`src/rtl/sbf_pkg.sv`:
```
// sbf_pkg: payload types, command codes and register indexes of the
// separable 3x3 binomial filter. No dependencies.
`default_nettype none

package sbf_pkg;

  localparam int PIX_W      = 8;
  localparam int CFG_IDX_W  = 1;
  localparam int CFG_DATA_W = 13;
  localparam int FW_W       = 8;
  localparam int FH_W       = 13;

  localparam logic CMD_PIXEL = 1'b0;
  localparam logic CMD_FLUSH = 1'b1;

  localparam logic [CFG_IDX_W-1:0] REG_FRAME_WIDTH  = 1'b0;
  localparam logic [CFG_IDX_W-1:0] REG_FRAME_HEIGHT = 1'b1;

  localparam logic [FW_W-1:0] FRAME_WIDTH_RST  = 8'd128;
  localparam logic [FH_W-1:0] FRAME_HEIGHT_RST = 13'd128;

  typedef struct packed {
    logic             cmd;
    logic [PIX_W-1:0] pixel_in;
  } sbf_in_t;

  typedef struct packed {
    logic [PIX_W-1:0] pixel_out;
    logic             end_of_frame;
  } sbf_out_t;

endpackage

`default_nettype wire

```
`src/rtl/sbf_line_mem.sv`:
```
// sbf_line_mem: line buffer memory, one write port and one registered read port.
// Stand-alone, no package use.
`default_nettype none

module sbf_line_mem #(
  parameter int DEPTH  = 128,
  parameter int DATA_W = 16
) (
  input  wire logic                     clk_i,
  input  wire logic                     wr_en_i,
  input  wire logic [$clog2(DEPTH)-1:0] wr_addr_i,
  input  wire logic [DATA_W-1:0]        wr_data_i,
  input  wire logic [$clog2(DEPTH)-1:0] rd_addr_i,
  output logic      [DATA_W-1:0]        rd_data_o
);

  logic [DATA_W-1:0] mem [DEPTH];

  always_ff @(posedge clk_i) begin
    if (wr_en_i) begin
      mem[wr_addr_i] <= wr_data_i;
    end
  end

  always_ff @(posedge clk_i) begin
    rd_data_o <= mem[rd_addr_i];
  end

endmodule

`default_nettype wire

```
`src/rtl/sbf_out_buf.sv`:
```
// sbf_out_buf: two-entry output buffer (head register plus skid register).
// Depends on sbf_pkg for the result type.
`default_nettype none

module sbf_out_buf (
  input  wire logic             clk_i,
  input  wire logic             rst_ni,
  input  wire logic             push_i,
  input  wire sbf_pkg::sbf_out_t push_data_i,
  output logic                  full_o,
  output logic                  out_valid_o,
  input  wire logic             out_stall_i,
  output sbf_pkg::sbf_out_t     out_data_o
);

  logic              head_valid_q, head_valid_d;
  logic              skid_valid_q, skid_valid_d;
  sbf_pkg::sbf_out_t head_q, head_d;
  sbf_pkg::sbf_out_t skid_q, skid_d;
  logic              pop;
  logic              head_load;

  assign pop       = head_valid_q && !out_stall_i;
  assign head_load = !head_valid_q || pop;

  always_comb begin
    head_valid_d = head_valid_q;
    head_d       = head_q;
    skid_valid_d = skid_valid_q;
    skid_d       = skid_q;
    if (head_load) begin
      head_valid_d = skid_valid_q || push_i;
      head_d       = skid_valid_q ? skid_q : push_data_i;
      skid_valid_d = 1'b0;
    end else if (push_i) begin
      skid_valid_d = 1'b1;
      skid_d       = push_data_i;
    end
  end

  always_ff @(posedge clk_i or negedge rst_ni) begin
    if (!rst_ni) begin
      head_valid_q <= 1'b0;
      skid_valid_q <= 1'b0;
    end else begin
      head_valid_q <= head_valid_d;
      skid_valid_q <= skid_valid_d;
    end
  end

  always_ff @(posedge clk_i) begin
    head_q <= head_d;
    skid_q <= skid_d;
  end

  assign full_o      = skid_valid_q;
  assign out_valid_o = head_valid_q;
  assign out_data_o  = head_q;

  a_skid_needs_head: assert property (@(posedge clk_i) disable iff (!rst_ni)
    skid_valid_q |-> head_valid_q)
    else $error("skid entry held without a head entry");

  a_no_push_when_full: assert property (@(posedge clk_i) disable iff (!rst_ni)
    push_i |-> !skid_valid_q)
    else $error("result pushed into a full output buffer");

  a_stalled_out_holds: assert property (@(posedge clk_i) disable iff (!rst_ni)
    (out_valid_o && out_stall_i) |=> (out_valid_o && $stable(out_data_o)))
    else $error("stalled result changed");

endmodule

`default_nettype wire

```
`src/rtl/separable_binomial_3x3_filter_unit.sv`:
```
// separable_binomial_3x3_filter_unit: top level of the 3x3 binomial filter.
// Depends on sbf_pkg, sbf_line_mem and sbf_out_buf.
// Usage: pixels enter in raster order at one per clock; the unit accepts an item in
// every cycle while the output buffer has room. The filtered pixel for raster index n
// is produced by input item n + width + 1 and leaves through a registered two-entry
// output buffer. After the last pixel of a frame, width + 1 flush items drain
// the final row; the last one carries end_of_frame. A flush outside the drain, or a pixel
// during it, is dropped. Both line buffers share one memory, written once and read once
// per item with a registered read that is prefetched for the next column; it needs no
// clearing pass after reset. Width and height saturate to [3, MAX_WIDTH] and [3, MAX_HEIGHT];
// the user must write them over the configuration port while the unit is idle (not enforced).
`default_nettype none

module separable_binomial_3x3_filter_unit #(
  parameter int MAX_WIDTH  = 128,
  parameter int MAX_HEIGHT = 128,
  parameter int PIXEL_BITS = 8
) (
  input  wire logic                             clk_i,
  input  wire logic                             rst_ni,
  input  wire logic                             in_valid_i,
  output logic                                  in_stall_o,
  input  wire sbf_pkg::sbf_in_t                 in_data_i,
  output logic                                  out_valid_o,
  input  wire logic                             out_stall_i,
  output sbf_pkg::sbf_out_t                     out_data_o,
  input  wire logic                             cfg_valid_i,
  output logic                                  cfg_ready_o,
  input  wire logic [sbf_pkg::CFG_IDX_W-1:0]    cfg_index_i,
  input  wire logic [sbf_pkg::CFG_DATA_W-1:0]   cfg_data_i
);

  localparam int CW = $clog2(MAX_WIDTH + 1);
  localparam int AW = $clog2(MAX_WIDTH);
  localparam int RW = $clog2(MAX_HEIGHT + 1);
  localparam int PB = PIXEL_BITS;

  logic [sbf_pkg::FW_W-1:0] frame_width_q;
  logic [sbf_pkg::FH_W-1:0] frame_height_q;
  logic [CW-1:0]            width_eff;
  logic [RW-1:0]            height_eff;

  logic [CW-1:0] col_q, col_d, col_inc;
  logic [RW-1:0] row_q, row_d, row_inc;
  logic          drain_q, drain_d;
  logic [PB-1:0] win1_q, win1_d, win2_q, win2_d;

  logic              in_acc, active, last_out, first_row;
  logic [2*PB-1:0]   rd_data, wr_data;
  logic [AW-1:0]     rd_addr;
  logic [PB-1:0]     pa, pb, pix, v;
  logic [PB+1:0]     vsum, edge_sum, c1_sum, mid_sum;
  logic [PB-1:0]     res_pix;
  logic              push;
  sbf_pkg::sbf_out_t res;
  logic              buf_full;

  assign cfg_ready_o = 1'b1;

  always_ff @(posedge clk_i or negedge rst_ni) begin
    if (!rst_ni) begin
      frame_width_q  <= sbf_pkg::FRAME_WIDTH_RST;
      frame_height_q <= sbf_pkg::FRAME_HEIGHT_RST;
    end else if (cfg_valid_i) begin
      unique case (cfg_index_i)
        sbf_pkg::REG_FRAME_WIDTH:  frame_width_q  <= cfg_data_i[sbf_pkg::FW_W-1:0];
        sbf_pkg::REG_FRAME_HEIGHT: frame_height_q <= cfg_data_i[sbf_pkg::FH_W-1:0];
        default: ;
      endcase
    end
  end

  always_comb begin
    if (int'(frame_width_q) < 3) begin
      width_eff = CW'(3);
    end else if (int'(frame_width_q) > MAX_WIDTH) begin
      width_eff = CW'(MAX_WIDTH);
    end else begin
      width_eff = CW'(frame_width_q);
    end
    if (int'(frame_height_q) < 3) begin
      height_eff = RW'(3);
    end else if (int'(frame_height_q) > MAX_HEIGHT) begin
      height_eff = RW'(MAX_HEIGHT);
    end else begin
      height_eff = RW'(frame_height_q);
    end
  end

  assign in_stall_o = buf_full;
  assign in_acc     = in_valid_i && !in_stall_o;
  assign active     = in_acc &&
                      (in_data_i.cmd == (drain_q ? sbf_pkg::CMD_FLUSH : sbf_pkg::CMD_PIXEL));
  assign last_out   = drain_q && (col_q >= width_eff);
  assign first_row  = !drain_q && (row_q == '0);

  assign col_inc = col_q + CW'(1);
  assign row_inc = row_q + RW'(1);

  // column window from the line buffers
  assign pa  = rd_data[2*PB-1:PB];
  assign pb  = rd_data[PB-1:0];
  assign pix = drain_q ? pb : PB'(in_data_i.pixel_in);

  assign vsum     = {2'b00, pa} + {1'b0, pb, 1'b0} + {2'b00, pix};
  assign v        = vsum[PB+1:2];
  assign edge_sum = {2'b00, win1_q} + {1'b0, win2_q, 1'b0} + {2'b00, win2_q};
  assign c1_sum   = {1'b0, win2_q, 1'b0} + {2'b00, win2_q} + {2'b00, v};
  assign mid_sum  = {2'b00, win1_q} + {1'b0, win2_q, 1'b0} + {2'b00, v};

  always_comb begin
    push    = 1'b0;
    res_pix = edge_sum[PB+1:2];
    col_d   = col_q;
    row_d   = row_q;
    drain_d = drain_q;
    win1_d  = win1_q;
    win2_d  = win2_q;
    if (active) begin
      if (last_out) begin
        push    = 1'b1;
        col_d   = '0;
        row_d   = '0;
        drain_d = 1'b0;
      end else begin
        if (!first_row) begin
          win1_d = win2_q;
          win2_d = v;
          if (col_q == '0) begin
            push = drain_q || (row_q >= RW'(2));
          end else if (col_q == CW'(1)) begin
            push    = 1'b1;
            res_pix = c1_sum[PB+1:2];
          end else begin
            push    = 1'b1;
            res_pix = mid_sum[PB+1:2];
          end
        end
        if (drain_q) begin
          col_d = col_inc;
        end else if (col_inc >= width_eff) begin
          col_d = '0;
          row_d = row_inc;
          if (row_inc >= height_eff) begin
            drain_d = 1'b1;
          end
        end else begin
          col_d = col_inc;
        end
      end
    end
  end

  assign res.pixel_out    = sbf_pkg::PIX_W'(res_pix);
  assign res.end_of_frame = last_out;

  always_ff @(posedge clk_i or negedge rst_ni) begin
    if (!rst_ni) begin
      col_q   <= '0;
      row_q   <= '0;
      drain_q <= 1'b0;
      win1_q  <= '0;
      win2_q  <= '0;
    end else begin
      col_q   <= col_d;
      row_q   <= row_d;
      drain_q <= drain_d;
      win1_q  <= win1_d;
      win2_q  <= win2_d;
    end
  end

  // prefetch the column of the next item
  assign rd_addr = active ? col_d[AW-1:0] : col_q[AW-1:0];
  assign wr_data = first_row ? {pix, pix} : {pb, pix};

  sbf_line_mem #(
    .DEPTH  (MAX_WIDTH),
    .DATA_W (2 * PB)
  ) u_line_mem (
    .clk_i     (clk_i),
    .wr_en_i   (active && !last_out),
    .wr_addr_i (col_q[AW-1:0]),
    .wr_data_i (wr_data),
    .rd_addr_i (rd_addr),
    .rd_data_o (rd_data)
  );

  sbf_out_buf u_out_buf (
    .clk_i       (clk_i),
    .rst_ni      (rst_ni),
    .push_i      (push),
    .push_data_i (res),
    .full_o      (buf_full),
    .out_valid_o (out_valid_o),
    .out_stall_i (out_stall_i),
    .out_data_o  (out_data_o)
  );

  a_frame_end_resets: assert property (@(posedge clk_i) disable iff (!rst_ni)
    (active && last_out) |=> (col_q == '0) && (row_q == '0) && !drain_q)
    else $error("counters not cleared after the final transfer");

  a_eof_only_in_drain: assert property (@(posedge clk_i) disable iff (!rst_ni)
    (push && res.end_of_frame) |-> drain_q)
    else $error("end of frame outside the drain");

  a_no_result_first_row: assert property (@(posedge clk_i) disable iff (!rst_ni)
    (active && first_row) |-> !push)
    else $error("result produced during the first row");

endmodule

`default_nettype wire
```
`config.mk`:
```
export PLATFORM = sky130hd
export DESIGN_NAME = separable_binomial_3x3_filter_unit
export DESIGN_NICKNAME = d
export VERILOG_FILES = /design/src/rtl/sbf_pkg.sv /design/src/rtl/sbf_line_mem.sv /design/src/rtl/sbf_out_buf.sv /design/src/rtl/separable_binomial_3x3_filter_unit.sv
export SDC_FILE = /design/constraint.sdc
export NUM_CORES = 2
export LEC_CHECK = 0
export BUFFER_PORTS_ARGS = -buffer_cell sky130_fd_sc_hd__buf_2
export CORE_MARGIN = 2
export CORE_UTILIZATION = 40
export DETAILED_ROUTE_END_ITERATION = 7
export PLACE_DENSITY_LB_ADDON = 0.25
export SLEW_MARGIN = 20
export SYNTH_ARGS = -nofsm -noshare
export SYNTH_HDL_FRONTEND = slang
export SYNTH_SLANG_ARGS = --single-unit
```
`constraint.sdc`:
```
create_clock -name clk_i -period 21.4 [get_ports clk_i]
set_clock_uncertainty 0.05 [all_clocks]
set_input_delay 2.14 -clock clk_i [delete_from_list [all_inputs] [get_ports clk_i]]
set_output_delay 2.14 -clock clk_i [all_outputs]
set_load 0.01 [all_outputs]
```
==> flow_metrics.py <==
metrics = {
    "sta": {
        "period_needed_ns": 9.23,
        "period_share_pct": 43.1,
        "final_max_slew_viol_count": 0,
        "slew_headroom_pct": 20.9,
        "setup_viol": 0,
        "rsz0062_at_grt": "no",
        "worst_pin_slew_ns": 1.18,
        "final.setup.tns_ns": 0,
        "max_freq_mhz": 108,
        "hold_ws_ns": 0.456,
        "hold_violations": 0,
    },
    "setup_path": {
        "crit_top_cell": "buf_4",
        "path_class": "flop to flop",
        "path_cells": "and2_1 > nand3_1 > nor2_1 > xor2_1 > ha_1 > and3_1 > a221oi_2 > o21a_1 > a211oi_4 > buf_4 > inv_8 > buf_12 > buf_4 > buf_4 > mux2i_1 > mux2i_1 > a22oi_1 > nand4_1 > a21oi_1 > a41oi_1",
        "r2r-end": "u_line_mem.rd_data_o[6]$_DFF_P_",
        "critPathCaptureType": "flop",
        "path_max_fanout": 151,
        "reg2regPathDepth": 20,
        "crit_required_ns": 22.05,
        "rrSetupSlack_ns": 12.17,
        "critPathArrivalTime_ns": 9.88,
        "start_kind": "flop",
        "worst_path_largest_cell_delay_ns": 0.87,
        "cpMaxStageDelayCell": "buf_4",
    },
    "route": {
        "vias": 54700,
        "routed_wl_um": 262000,
        "wl_per_cell_um": 27.9,
        "final_antenna_net_count": 0,
        "drt_iter0_drc": 7088,
        "vias_per_cell": 5.83,
        "drc": 0,
        "drt-pass1-iter-count": 6,
    },
    "min_path": {
        "worst_hold_path.endpoint": "frame_height_q[10]$_DFFE_PN0P_",
        "hp-class": "flop to flop",
        "hp-start": "frame_height_q[10]$_DFFE_PN0P_",
        "hold_depth": 1,
    },
    "synth": {
        "synth_top_area_cell": "edfxtp_1",
        "syn_nets": 6351,
        "async_flop_share_pct": 2.62,
        "synth_cells": 6242,
        "ys_seq_area_share_pct": 72.7,
        "synth_compound_area_share_pct": 7.11,
        "ys_ff_latch": 2138,
        "synthDistinctLibCells": 89,
        "syn_area_mm2": 0.0877,
        "syn_area_per_cell_um2": 14.0,
        "synth_top_family_by_area": "simple AND/OR/NAND/NOR gates",
        "synth_top_area_share_pct": 70.8,
        "synthSimpleGateAreaFrac_pct": 10.5,
        "synthMuxAreaShare_pct": 5.65,
        "synth-xor-area-share_pct": 0.468,
        "netlist_top_cells_area": "edfxtp_1, nand2_1, mux2i_1",
        "synth_flop_cell": "edfxtp_1",
        "synth_edf_count": 2066,
        "synth_fa_ha_area_share_pct": 1.31,
        "ys_warn_count": 0,
    },
    "power_and_ir_drop": {
        "leakage_nw": 34.2,
        "peakVddDrop_mv": 0.199,
        "power_density_mw_per_mm2": 170,
    },
    "finish": {
        "nets": 6461,
        "fill_cells": 19100,
        "final_area_mm2": 0.0986,
        "multi_input_area_mm2": 0.0222,
        "drive_gt1_share_pct": 10.2,
        "seqCellArea_mm2": 0.0638,
        "area_growth_pct": 12.5,
    },
    "grt": {
        "grt_max_degree": 152,
        "grt_first_pass_wirelength_um": 376000,
        "grt_pass1_vias": 51900,
        "grt-ovfl-total": 0,
        "grt_antenna_before_repair": 17,
        "grt.total_usage_pct": 23.0,
    },
    "die": {
        "rows": 171,
        "boundaryPins": 40,
        "initial_core_util_pct": 40.3,
        "die-area_mm2": 0.223,
        "die_height_um": 472,
        "coreArea_mm2": 0.217,
        "die-width_um": 472,
    },
    "clock_tree": {
        "numCtsBuffers": 212,
        "clock_latency_ns": 0.87,
        "cts_resized": 0,
        "clkSinkCount": 2138,
        "clock-root-buffer": "clkbuf_16",
        "postCtsHoldBufs": 0,
        "path_clk_slew_ns": 0.07,
        "clockBufferDepth": 3,
        "tritoncts": "done",
        "htreeDepth": 4,
        "postCtsSetupBuffers": 0,
    },
    "place": {
        "place_congestion": 0.882,
        "io_buffers": 38,
        "post-dp-hpwl_um": 155000,
        "place_area_mm2": 0.0919,
    },
    "status": {
        "status": "complete, no violations",
    },
    "flow_run": {
        "drv_cap": 0,
    },
}
## registers in the layout, indices dropped and copies added (netlist names), named ones only
name	cells
u_line_mem.mem	2048
u_line_mem.rd_data_o	16
frame_height_q	13
u_out_buf.out_data_o	9
u_out_buf.skid_q	9
frame_width_q	8
row_q	8
win1_q	8
win2_q	8
col_q	1
drain_q	1
u_out_buf.full_o	1
u_out_buf.out_valid_o	1
## worst max-delay path by stage
stage	from	endpoint	slack [ns]	cells after the start
final	flop	u_line_mem.rd_data_o[6]$_DFF_P_	12.17	20
after global routing	flop	u_line_mem.rd_data_o[6]$_DFF_P_	11.99	20
after CTS	flop	u_line_mem.rd_data_o[6]$_DFF_P_	12.41	20
after detailed placement	in_data_i[8]	u_line_mem.rd_data_o[6]$_DFF_P_	11.59	16
after global placement	in_data_i[8]	u_line_mem.rd_data_o[10]$_DFF_P_	11.36	13
after floorplan	in_data_i[1]	u_line_mem.mem[0][9]$_DFFE_PP_	12.88	2
## stage by stage
stage	util (%)	std cells	setup slack [ns]	total power [mW]
after CTS	45.3	9380	12.41	16.8
after floorplan	-	6242	12.88	10.3
after detailed placement	42.3	8992	11.59	13.2
after global routing	45.3	9383	11.99	17.5
final	45.4	9386	12.17	16.8
after global placement	42.2	8987	11.36	13.0
## routing by layer
| layer | track usage [%] | wire, um | vias up |
|---|---|---|---|
| li1 | - | - | 23900 |
| met2 | 35.3 | 118000 | 2581 |
| met4 | 7.70 | 8600 | 8 |
| met5 | 0 | 65 | - |
| met3 | 4.12 | 24800 | 406 |
| met1 | 33.2 | 110000 | 27900 |
## cell usage after synthesis (64+ instances only)
master,count
o221ai_1,84
clkbuf_1,132
o21ai_0,66
a21oi_1,222
nor2_1,228
edfxtp_1,2066
nand3_1,459
a31oi_1,97
mux2i_1,441
buf_2,194
ha_1,64
nand2_1,1265
## final cells by class
| cell class | count | area share [%] |
|---|---|---|
| antenna | 6 | 0.0152 |
| clock buffer | 279 | 5.82 |
| clock inverter | 109 | 0.953 |
| inverter | 62 | 0.264 |
| multi-input combinational | 3664 | 22.6 |
| sequential | 2138 | 64.7 |
| tap | 2854 | 3.62 |
| timing repair buffer | 274 | 2.09 |
## layout by cell type (no fill, tap or decap), types with 17 or more instances in the layout
master	n
fa_1	17
a31oi_1	97
clkinv_1	48
nor4_1	21
clkinv_2	32
o221ai_1	84
and3_1	52
nand4_1	28
a21oi_1	220
a221oi_1	50
mux2_2	35
buf_2	38
nand2_1	1262
clkbuf_16	217
mux2i_1	441
buf_4	227
nor2_1	220
o2111ai_1	19
clkbuf_1	55
a221o_1	30
o21ai_0	62
dfrtp_1	53
a2111oi_0	23
a211oi_1	46
o22ai_1	41
a311oi_1	38
inv_1	54
nand3_1	457
edfxtp_1	2066
a22oi_1	19
ha_1	64
xnor2_1	28
nor3_1	58
## cell families after synthesis
| logic type | Yosys count |
|---|---|
| compound gates | 876 |
| xor+xnor | 46 |
| fa+ha+maj | 82 |
| buf+inv | 440 |
| flops | 2138 |
| mux | 489 |
| other cells | 1 |
| simple gates | 2170 |
## worst max-delay path, delay by kind of cell (launching register included)
family,cells,cell delay (ns)
AOI/OAI and AO/OA,6,2.20
xor gates and xnor gates,1,0.24
adders and majority gates,1,0.29
buffers and inverters,5,3.19
DFF,1,0.56
muxes,2,0.42
and+or+nand+nor,5,1.60
## power by group
group	total (mW)	switching, mW	internal, mW
Sequential	5.59	0.104	5.49
Combinational	7.55	5.40	2.15
Clock	3.63	1.58	2.05
Total	16.8	7.09	9.69
(Power assumes the default switching activity.)
